`src/hdl/cistp_pkg.sv`:
```
// ----------------------------------------------------------------------------
// cistp_pkg
// shared types, constants and helpers for the chunked image stream decoder
// ----------------------------------------------------------------------------
package cistp_pkg;

  localparam int COORD_BITS_DEFAULT = 16;

  localparam logic [15:0] DEFAULT_CHUNK_LEN = 16'd8192;
  localparam logic [7:0]  ASCII_LF          = 8'd10;
  localparam logic [7:0]  ASCII_CR          = 8'd13;
  localparam logic [7:0]  ASCII_SLASH       = 8'd47;
  localparam logic [7:0]  ASCII_ZERO        = 8'd48;
  localparam logic [7:0]  ASCII_NINE        = 8'd57;
  localparam logic [7:0]  ASCII_UPPER_A     = 8'd65;
  localparam logic [7:0]  ASCII_UPPER_F     = 8'd70;
  localparam logic [7:0]  ASCII_LOWER_A     = 8'd97;
  localparam logic [7:0]  ASCII_LOWER_F     = 8'd102;
  localparam logic [7:0]  HEX_ALPHA_BASE    = 8'd10;
  localparam logic [3:0]  HDR_MAX_BYTES     = 4'd10;

  // register indexes on the config port, byte address is index times four
  localparam logic REG_X_ORIGIN = 1'b0;
  localparam logic REG_Y_ORIGIN = 1'b1;

  typedef enum logic [1:0] {
    PH_HEADER,
    PH_SIZE,
    PH_DATA,
    PH_DONE
  } phase_t;

  // one body byte handed from the chunk parser to the pixel stage
  typedef struct packed {
    logic       valid;
    logic [7:0] data;
  } data_evt_t;

  // image geometry as read from the first chunk
  typedef struct packed {
    logic [15:0] width;
    logic [15:0] height;
  } geom_t;

  function automatic logic [3:0] hex_value(input logic [7:0] b);
    logic [7:0] v;
    begin
      v = 8'd0;
      if (b >= ASCII_ZERO && b <= ASCII_NINE) begin
        v = b - ASCII_ZERO;
      end else if (b >= ASCII_UPPER_A && b <= ASCII_UPPER_F) begin
        v = b - ASCII_UPPER_A + HEX_ALPHA_BASE;
      end else if (b >= ASCII_LOWER_A && b <= ASCII_LOWER_F) begin
        v = b - ASCII_LOWER_A + HEX_ALPHA_BASE;
      end
      return v[3:0];
    end
  endfunction

endpackage

```
`src/hdl/cistp_chunk_parser.sv`:
```
// ----------------------------------------------------------------------------
// cistp_chunk_parser
// strips chunk headers, reads the image size bytes, passes body bytes on
// ----------------------------------------------------------------------------
module cistp_chunk_parser (
  input  logic                  clk,
  input  logic                  rst,
  input  logic                  accept,
  input  logic [7:0]            stream_byte,
  input  logic                  new_transfer,
  output cistp_pkg::data_evt_t  data_evt,
  output cistp_pkg::geom_t      geom
);
  import cistp_pkg::*;

  phase_t      phase, phase_next;
  logic [15:0] size_acc, size_acc_next;
  logic [7:0]  prev_byte, prev_byte_next;
  logic [7:0]  prev_prev_byte, prev_prev_byte_next;
  logic [3:0]  hdr_cnt, hdr_cnt_next;
  logic [15:0] chunk_len, chunk_len_next;
  logic [15:0] chunk_cnt, chunk_cnt_next;
  logic        first_pending, first_pending_next;
  logic [15:0] img_w, img_w_next;
  logic [15:0] img_h, img_h_next;

  // state as seen after an optional transfer restart
  phase_t      ph_e;
  logic [15:0] acc_e, len_e, cnt_e, w_e, h_e;
  logic [7:0]  prev_e, pprev_e;
  logic [3:0]  hcnt_e;
  logic        first_e;

  // state after the end-of-chunk check
  logic        chunk_end;
  phase_t      ph_c;
  logic [15:0] acc_c;
  logic [3:0]  hcnt_c;

  // header byte decode
  logic [3:0]  hcnt_inc;
  logic [15:0] acc_new;
  logic        lf_close, overlong, size_last;
  logic [15:0] cnt_inc;

  assign ph_e    = new_transfer ? PH_HEADER : phase;
  assign acc_e   = new_transfer ? 16'd0 : size_acc;
  assign prev_e  = new_transfer ? 8'd0 : prev_byte;
  assign pprev_e = new_transfer ? 8'd0 : prev_prev_byte;
  assign hcnt_e  = new_transfer ? 4'd0 : hdr_cnt;
  assign len_e   = new_transfer ? DEFAULT_CHUNK_LEN : chunk_len;
  assign cnt_e   = new_transfer ? 16'd0 : chunk_cnt;
  assign first_e = new_transfer ? 1'b1 : first_pending;
  assign w_e     = new_transfer ? 16'd0 : img_w;
  assign h_e     = new_transfer ? 16'd0 : img_h;

  assign chunk_end = (ph_e == PH_DATA) && (cnt_e >= len_e);
  assign ph_c      = chunk_end ? PH_HEADER : ph_e;
  assign acc_c     = chunk_end ? 16'd0 : acc_e;
  assign hcnt_c    = chunk_end ? 4'd0 : hcnt_e;

  assign hcnt_inc  = hcnt_c + 4'd1;
  assign acc_new   = (stream_byte > ASCII_SLASH)
                   ? {acc_c[11:0], 4'd0} + {12'd0, hex_value(stream_byte)}
                   : acc_c;
  assign lf_close  = (stream_byte == ASCII_LF) && (prev_e == ASCII_CR)
                   && (pprev_e > ASCII_SLASH);
  assign overlong  = hcnt_inc > HDR_MAX_BYTES;
  assign cnt_inc   = cnt_e + 16'd1;
  assign size_last = cnt_inc >= 16'd4;

  assign geom.width  = w_e;
  assign geom.height = h_e;

  // next phase
  always_comb begin
    phase_next = ph_c;
    unique case (ph_c)
      PH_HEADER: begin
        if (overlong || (lf_close && acc_new != 16'd0)) begin
          phase_next = first_e ? PH_SIZE : PH_DATA;
        end else if (lf_close) begin
          phase_next = PH_DONE;
        end
      end
      PH_SIZE: begin
        if (size_last) begin
          phase_next = PH_DATA;
        end
      end
      PH_DATA: phase_next = PH_DATA;
      PH_DONE: phase_next = PH_DONE;
      default: phase_next = PH_HEADER;
    endcase
  end

  // datapath updates and body byte output
  always_comb begin
    size_acc_next       = acc_c;
    prev_byte_next      = prev_e;
    prev_prev_byte_next = pprev_e;
    hdr_cnt_next        = hcnt_c;
    chunk_len_next      = len_e;
    chunk_cnt_next      = cnt_e;
    first_pending_next  = first_e;
    img_w_next          = w_e;
    img_h_next          = h_e;
    data_evt.valid      = 1'b0;
    data_evt.data       = stream_byte;
    unique case (ph_c)
      PH_HEADER: begin
        hdr_cnt_next        = hcnt_inc;
        size_acc_next       = acc_new;
        prev_prev_byte_next = prev_e;
        prev_byte_next      = stream_byte;
        if (overlong || (lf_close && acc_new != 16'd0)) begin
          chunk_len_next     = overlong ? DEFAULT_CHUNK_LEN : acc_new;
          chunk_cnt_next     = 16'd0;
          first_pending_next = 1'b0;
        end
      end
      PH_SIZE: begin
        chunk_cnt_next = cnt_inc;
        case (cnt_e[1:0])
          2'd0:    img_w_next = {stream_byte, 8'd0};
          2'd1:    img_w_next = w_e | {8'd0, stream_byte};
          2'd2:    img_h_next = {stream_byte, 8'd0};
          default: img_h_next = h_e | {8'd0, stream_byte};
        endcase
      end
      PH_DATA: begin
        chunk_cnt_next = cnt_inc;
        data_evt.valid = 1'b1;
      end
      PH_DONE: begin
      end
      default: begin
      end
    endcase
  end

  always_ff @(posedge clk) begin
    if (rst) begin
      phase          <= PH_HEADER;
      size_acc       <= 16'd0;
      prev_byte      <= 8'd0;
      prev_prev_byte <= 8'd0;
      hdr_cnt        <= 4'd0;
      chunk_len      <= DEFAULT_CHUNK_LEN;
      chunk_cnt      <= 16'd0;
      first_pending  <= 1'b1;
      img_w          <= 16'd0;
      img_h          <= 16'd0;
    end else if (accept) begin
      phase          <= phase_next;
      size_acc       <= size_acc_next;
      prev_byte      <= prev_byte_next;
      prev_prev_byte <= prev_prev_byte_next;
      hdr_cnt        <= hdr_cnt_next;
      chunk_len      <= chunk_len_next;
      chunk_cnt      <= chunk_cnt_next;
      first_pending  <= first_pending_next;
      img_w          <= img_w_next;
      img_h          <= img_h_next;
    end
  end

endmodule

```
`src/hdl/chunked_image_stream_to_pixels.sv`:
```
// ----------------------------------------------------------------------------
// chunked_image_stream_to_pixels
// decodes a chunked transfer body carrying an RGB565 image into placed pixels
// ----------------------------------------------------------------------------
// One body byte enters per item on the slave stream and every accepted byte
// is fully processed in the cycle it is taken, so the block sustains one byte
// per clock while no held pixel blocks the result slot; a pixel's second byte
// has its result captured in the result register, which lets a new byte in
// while a held pixel is being taken; input stalls only while it is not taken.
// Chunk headers (hex size, CR LF) are stripped, the first chunk's four leading
// bytes give the image width and height, and every following byte pair gives
// one pixel placed at the configured origin plus a row/column walker; pixels
// whose screen row reaches the image height are dropped. A zero-size chunk
// ends the stream until a byte flagged new_transfer restarts the parser.
// Registers: x_origin at byte address 0, y_origin at byte address 4.
module chunked_image_stream_to_pixels #(
  parameter int COORD_BITS = cistp_pkg::COORD_BITS_DEFAULT
) (
  input  logic        clk,
  input  logic        rst,
  // slave stream
  input  logic        s_tvalid,
  output logic        s_tready,
  input  logic [7:0]  s_tdata,   // [7:0] stream_byte
  input  logic [0:0]  s_tuser,   // [0] new_transfer
  // master stream
  output logic        m_tvalid,
  input  logic        m_tready,
  output logic [55:0] m_tdata,   // [16:0] screen_x, [33:17] screen_y,
                                 // [49:34] pixel_color, [55:50] zero
  // register port
  input  logic        psel,
  input  logic        penable,
  input  logic        pwrite,
  input  logic [2:0]  paddr,
  input  logic [31:0] pwdata,
  output logic [31:0] prdata,
  output logic        pready
);
  import cistp_pkg::*;

  // config registers
  logic [15:0] x_origin;
  logic [15:0] y_origin;
  logic        cfg_write;

  // input handshake
  logic        accept;
  logic        new_transfer;
  logic [7:0]  stream_byte;

  data_evt_t   data_evt;
  geom_t       geom;

  // pixel pairing and walker
  logic                  toggle, toggle_next;
  logic [7:0]            held_high, held_high_next;
  logic [COORD_BITS-1:0] column, column_next;
  logic [COORD_BITS-1:0] row, row_next;
  logic                  tog_e;
  logic [COORD_BITS-1:0] col_e, row_e;
  logic [COORD_BITS:0]   col_inc;
  logic [16:0]           screen_x, screen_y;
  logic                  emit;

  // result register
  logic [16:0] out_x, out_y;
  logic [15:0] out_color;

  // ---- register port: pready tied high, write on access phase
  assign pready    = 1'b1;
  assign cfg_write = psel && penable && pwrite && pready;

  always_ff @(posedge clk) begin
    if (rst) begin
      x_origin <= 16'd0;
      y_origin <= 16'd0;
    end else if (cfg_write) begin
      unique case (paddr[2])
        REG_X_ORIGIN: x_origin <= pwdata[15:0];
        REG_Y_ORIGIN: y_origin <= pwdata[15:0];
        default:      x_origin <= x_origin;
      endcase
    end
  end

  always_comb begin
    unique case (paddr[2])
      REG_X_ORIGIN: prdata = {16'd0, x_origin};
      REG_Y_ORIGIN: prdata = {16'd0, y_origin};
      default:      prdata = 32'd0;
    endcase
  end

  // ---- input side: take a byte whenever the result slot is free or draining
  assign s_tready     = !m_tvalid || m_tready;
  assign accept       = s_tvalid && s_tready;
  assign stream_byte  = s_tdata;
  assign new_transfer = s_tuser[0];

  cistp_chunk_parser u_parser (
    .clk          (clk),
    .rst          (rst),
    .accept       (accept),
    .stream_byte  (stream_byte),
    .new_transfer (new_transfer),
    .data_evt     (data_evt),
    .geom         (geom)
  );

  // ---- pixel pairing: first byte of a pair is held, second one emits unless clipped
  assign tog_e   = new_transfer ? 1'b0 : toggle;
  assign col_e   = new_transfer ? '0 : column;
  assign row_e   = new_transfer ? '0 : row;
  assign col_inc = {1'b0, col_e} + {{COORD_BITS{1'b0}}, 1'b1};

  // screen position: origin plus walker, one bit of growth
  assign screen_x = {1'b0, x_origin} + 17'(col_e);
  assign screen_y = {1'b0, y_origin} + 17'(row_e);

  always_comb begin
    toggle_next    = tog_e;
    held_high_next = held_high;
    column_next    = col_e;
    row_next       = row_e;
    emit           = 1'b0;
    if (data_evt.valid) begin
      if (!tog_e) begin
        held_high_next = data_evt.data;
        toggle_next    = 1'b1;
      end else begin
        toggle_next = 1'b0;
        // rows at or past the image height are clipped
        emit = screen_y < {1'b0, geom.height};
        // wrap the column when the next one reaches the width
        if (17'(col_inc) >= {1'b0, geom.width}) begin
          column_next = '0;
          row_next    = row_e + {{(COORD_BITS-1){1'b0}}, 1'b1};
        end else begin
          column_next = col_inc[COORD_BITS-1:0];
        end
      end
    end
  end

  always_ff @(posedge clk) begin
    if (rst) begin
      toggle <= 1'b0;
      column <= '0;
      row    <= '0;
    end else if (accept) begin
      toggle <= toggle_next;
      column <= column_next;
      row    <= row_next;
    end
  end

  always_ff @(posedge clk) begin
    if (accept) begin
      held_high <= held_high_next;
    end
  end

  // ---- result register
  always_ff @(posedge clk) begin
    if (rst) begin
      m_tvalid <= 1'b0;
    end else if (accept) begin
      m_tvalid <= emit;
    end else if (m_tready) begin
      m_tvalid <= 1'b0;
    end
  end

  always_ff @(posedge clk) begin
    if (accept && emit) begin
      out_x     <= screen_x;
      out_y     <= screen_y;
      out_color <= {held_high, data_evt.data};
    end
  end

  assign m_tdata = {6'd0, out_color, out_y, out_x};

  // ---- checks
  // a restart byte can never finish a pixel
  a_restart_no_pixel: assert property (@(posedge clk) disable iff (rst)
    accept && new_transfer |=> !m_tvalid)
    else $error("pixel produced by a transfer restart byte");

  // the first byte of a pair only gets held
  a_first_byte_holds: assert property (@(posedge clk) disable iff (rst)
    accept && data_evt.valid && !tog_e |=> !m_tvalid)
    else $error("pixel produced by the first byte of a pair");

  // with the result slot empty the input is always open
  a_ready_when_empty: assert property (@(posedge clk) disable iff (rst)
    !m_tvalid |-> s_tready)
    else $error("input stalled with an empty result slot");

endmodule

```
`config.mk`:
```
export PLATFORM = sky130hd
export DESIGN_NAME = chunked_image_stream_to_pixels
export DESIGN_NICKNAME = d
export VERILOG_FILES = /design/src/hdl/cistp_pkg.sv /design/src/hdl/cistp_chunk_parser.sv /design/src/hdl/chunked_image_stream_to_pixels.sv
export SDC_FILE = /design/constraint.sdc
export NUM_CORES = 1
export LEC_CHECK = 0
export ABC_AREA = 1
export BUFFER_PORTS_ARGS = -buffer_cell sky130_fd_sc_hd__clkbuf_2
export CORE_ASPECT_RATIO = 0.9
export CORE_MARGIN = 2
export CORE_UTILIZATION = 50
export CTS_BUF_LIST = sky130_fd_sc_hd__clkbuf_8 sky130_fd_sc_hd__clkbuf_16
export CTS_CLUSTER_SIZE = 14
export DETAILED_ROUTE_END_ITERATION = 10
export GPL_ROUTABILITY_DRIVEN = 0
export GPL_TIMING_DRIVEN = 0
export PLACE_DENSITY = 0.69
export SYNTH_ARGS = -nofsm -noshare
export SYNTH_HDL_FRONTEND = slang
export SYNTH_SLANG_ARGS = --single-unit
export TNS_END_PERCENT = 50
```
`constraint.sdc`:
```
create_clock -name clk -period 8 [get_ports clk]
set_input_delay 1.2 -clock clk [delete_from_list [all_inputs] [get_ports clk]]
set_output_delay 1.2 -clock clk [all_outputs]
set_load 0.02 [all_outputs]
```
==> run metrics <==
status completed; min cycle time layout 7420 ps; Routed WL 43500 um; sequential share of the synthesized area 36.0%; I/O pins 142; share of the synthesized area in the top cell type 23.6%; CTS buffer count 27; worst rel slew slack 32.8%; FFs w/ async S/R, synth 0%; layout overhead on the synthesized area 13.9%; final setup skew 16.5 ps; Main synth FF type dfxtp_1; pwr dens 171 mW/mm^2; setup_tns 0 ps; cell area after synthesis 0.0140 mm^2; clock sinks 223; clock root buffer clkbuf_16; most frequent cells in the layout nand2_1, inv_1, nor2_1; critical path launch point type primary input; DR WL/cell 17.3 um; post-synth top area cell dfxtp_1; fill count 2647; die area 0.0294 mm^2; final std cells w/o fill 2508; Hold Fails Final Rpt 0; Ys Warns 0; unrepaired setup endpoints after global routing no; maxcap violations 0; post-DR vias/cell 5.59; Worst Hold Class flip-flop to flip-flop; commonest non-fill, non-tap cell in the layout nand2_1; number of synthesized flops with an enable pin 58; n_diodes 0; synthesized area per cell 7.08 um^2; row cnt 58; hold buffer count at CTS 0; TritonCTS clock tree built; Critical Path AT 7640 ps; Tcrit/Tclk final 92.7%; initial core utilization 50.5%; area of the core 0.0277 mm^2; DRT iter0 DRCs 1609; multi-input logic area 0.00763 mm^2; first-pass GRT wire length 68100 um; initial antenna violation count 0; H-tree depth 1; Max clock buf depth 3; Die Ht 163 um; final setup violation count 0; post-detail-place hpwl 33200 um; die width 180 um; final net count 2271; via count 14000; TritonRoute pass-1 iters 6; Reg area 0.00504 mm^2; Peak supply drop 173 uV; Area contributors post-synth dfxtp_1, edfxtp_1, nand2_1, ha_1, a21oi_1; Fmax achieved 135 MHz; Least-Margin Pin Slew 998 ps; antenna violation net count after detailed routing 0; Worst Hold Launch held_high[2]; GRT Residual Overflow 0; #FFs+latches synth 223; CP Max Fanout 31; pin count of the biggest net entering global routing 32; Total GRT Usage 28.8%; Leakage 0.00711 uW; WS Path Type primary input to flip-flop; placed insts 2459; CP endpoint kind flip-flop; residual DRC count 0; setup bufs post-CTS 0; worst skew pair latency 540 ps; Req. time, crit path 8220 ps; count of cell types in the netlist 53; Clk pin slew, worst setup/hold paths 50 ps; fin. max-slew vios 0; Port-buffer cells 98; r2r startpoint row[1]; Mapped Cells 1979; share of cells above drive strength 1 9.78%; launch point of the critical path s_tuser; vias in the first global route 12700
## cells by family (layout without fill, tap and decap cells)
logic type,Yosys count,count (layout),share of synthesized area (%)
AOI/OAI and AO/OA,419,419,16.4
xor gates and xnor gates,52,52,3.25
adders and majority gates,92,92,8.33
buffers and inverters,339,487,10.1
DFF,223,223,36.0
other,2,23,0.0536
and+or+nand+nor,852,852,25.9
## final timing paths
check / to / slack [ps] / cells after the start
hold reg to reg: out_color[10] / 420 / 0
setup reg to reg: out_color[1] / 3250 / 23
hold / removal: out_color[10] / 420 / 0
setup / recovery: out_color[1] / 580 / 27
## critical path: stages
cell and delay (ps):
clkbuf_2 130, buf_4 250, buf_2 420, buf_1 640, clkbuf_2 540, clkbuf_1 480
nor2_1 180, ha_1 240, inv_1 90, fa_1 200, inv_1 60, a31oi_1 300
o21bai_1 150, nand2_1 80, nand2_1 50, a21oi_1 230, o21ai_0 180, a21boi_0 350
xor2_1 180, inv_1 80, ha_1 320, a21oi_1 150, nand2_1 60, nand2_1 50
nand3b_1 110, nor2_4 590, buf_12 280
## cell type report
type / count / area share (%)
Multi-Input combinational cell: 1438 / 47.9
Timing Repair Buffer: 99 / 3.20
Inverter: 226 / 5.32
Clock buffer: 31 / 4.58
Tap cell: 360 / 2.83
Buffer: 113 / 3.55
Sequential cell: 223 / 31.6
Clock inverter: 18 / 1.01
## synthesized netlist by cell type (2+ instances only)
cell and n:
nand3_1 107, a211o_1 2, clkbuf_1 65, o21ai_0 141
nor3_1 29, buf_2 7, xnor2_1 11, o21bai_1 6
nor3_2 2, o21a_1 2, conb_1 2, clkinv_1 3
nand3_4 3, buf_1 10, nand2_1 462, fa_1 2
nand2_4 5, buf_4 27, nand2_2 2, o22ai_1 7
o31ai_1 4, inv_2 5, nor2_1 197, nor2_2 6
nand3b_1 2, o211ai_1 22, ha_1 90, nor2_4 2
o221ai_1 6, dfxtp_1 165, inv_1 218, buf_6 4
nand3_2 4, a31oi_1 21, a221oi_1 3, nor3b_1 2
nand4_1 20, xor2_1 41, nor4_1 5, a21o_1 2
a21oi_1 191, o21ai_1 6, edfxtp_1 58
## report_power, final
part | switching, uW | internal [uW] | total (uW) | leakage [uW]
Combinational | 216 | 85.1 | 301 | 0.00477
Clock | 491 | 744 | 1230 | 0.000471
Sequential | 18.1 | 1180 | 1200 | 0.00187
Total | 725 | 2010 | 2730 | 0.00711
## through the flow
step / util, % / hold WS [ps] / worst slack [ps] / instance area [um^2] / total power [uW]
2_1_floorplan: - / 400 / 519 / 14100 / 1410
3_3_place_gp: 54.2 / 400 / -2430 / 15000 / 1510
3_5_place_dp: 54.3 / 405 / -116 / 15000 / 1510
4_1_cts: 57.5 / 418 / 460 / 15900 / 2740
5_1_grt: 57.5 / 425 / 196 / 15900 / 2820
6_report: 57.5 / 416 / 581 / 15900 / 2730
## registers in the layout, indices dropped and copies added (netlist names), 4 cells and up
name,count
out_x,17
u_parser.size_acc,16
u_parser.img_w,16
out_y,17
u_parser.img_h,16
held_high,8
u_parser.prev_prev_byte,4
row,16
u_parser.chunk_cnt,16
u_parser.hdr_cnt,4
x_origin,16
u_parser.prev_byte,8
u_parser.chunk_len,16
column,16
y_origin,16
out_color,16
## repair_timing
item	in CTS	in global routing
endpoints found under the setup margin	0	31
hold endpoints to repair	0	0
gates resized for setup	0	3
## metal layers
layer	GRT usage (%)	up-vias	wire length (um)
met4	7.15	0	1040
met3	4.56	89	4430
met2	45.0	650	18800
met5	0	-	0
met1	41.7	6479	19200
li1	-	6804	-
(Power assumes the default switching activity.)
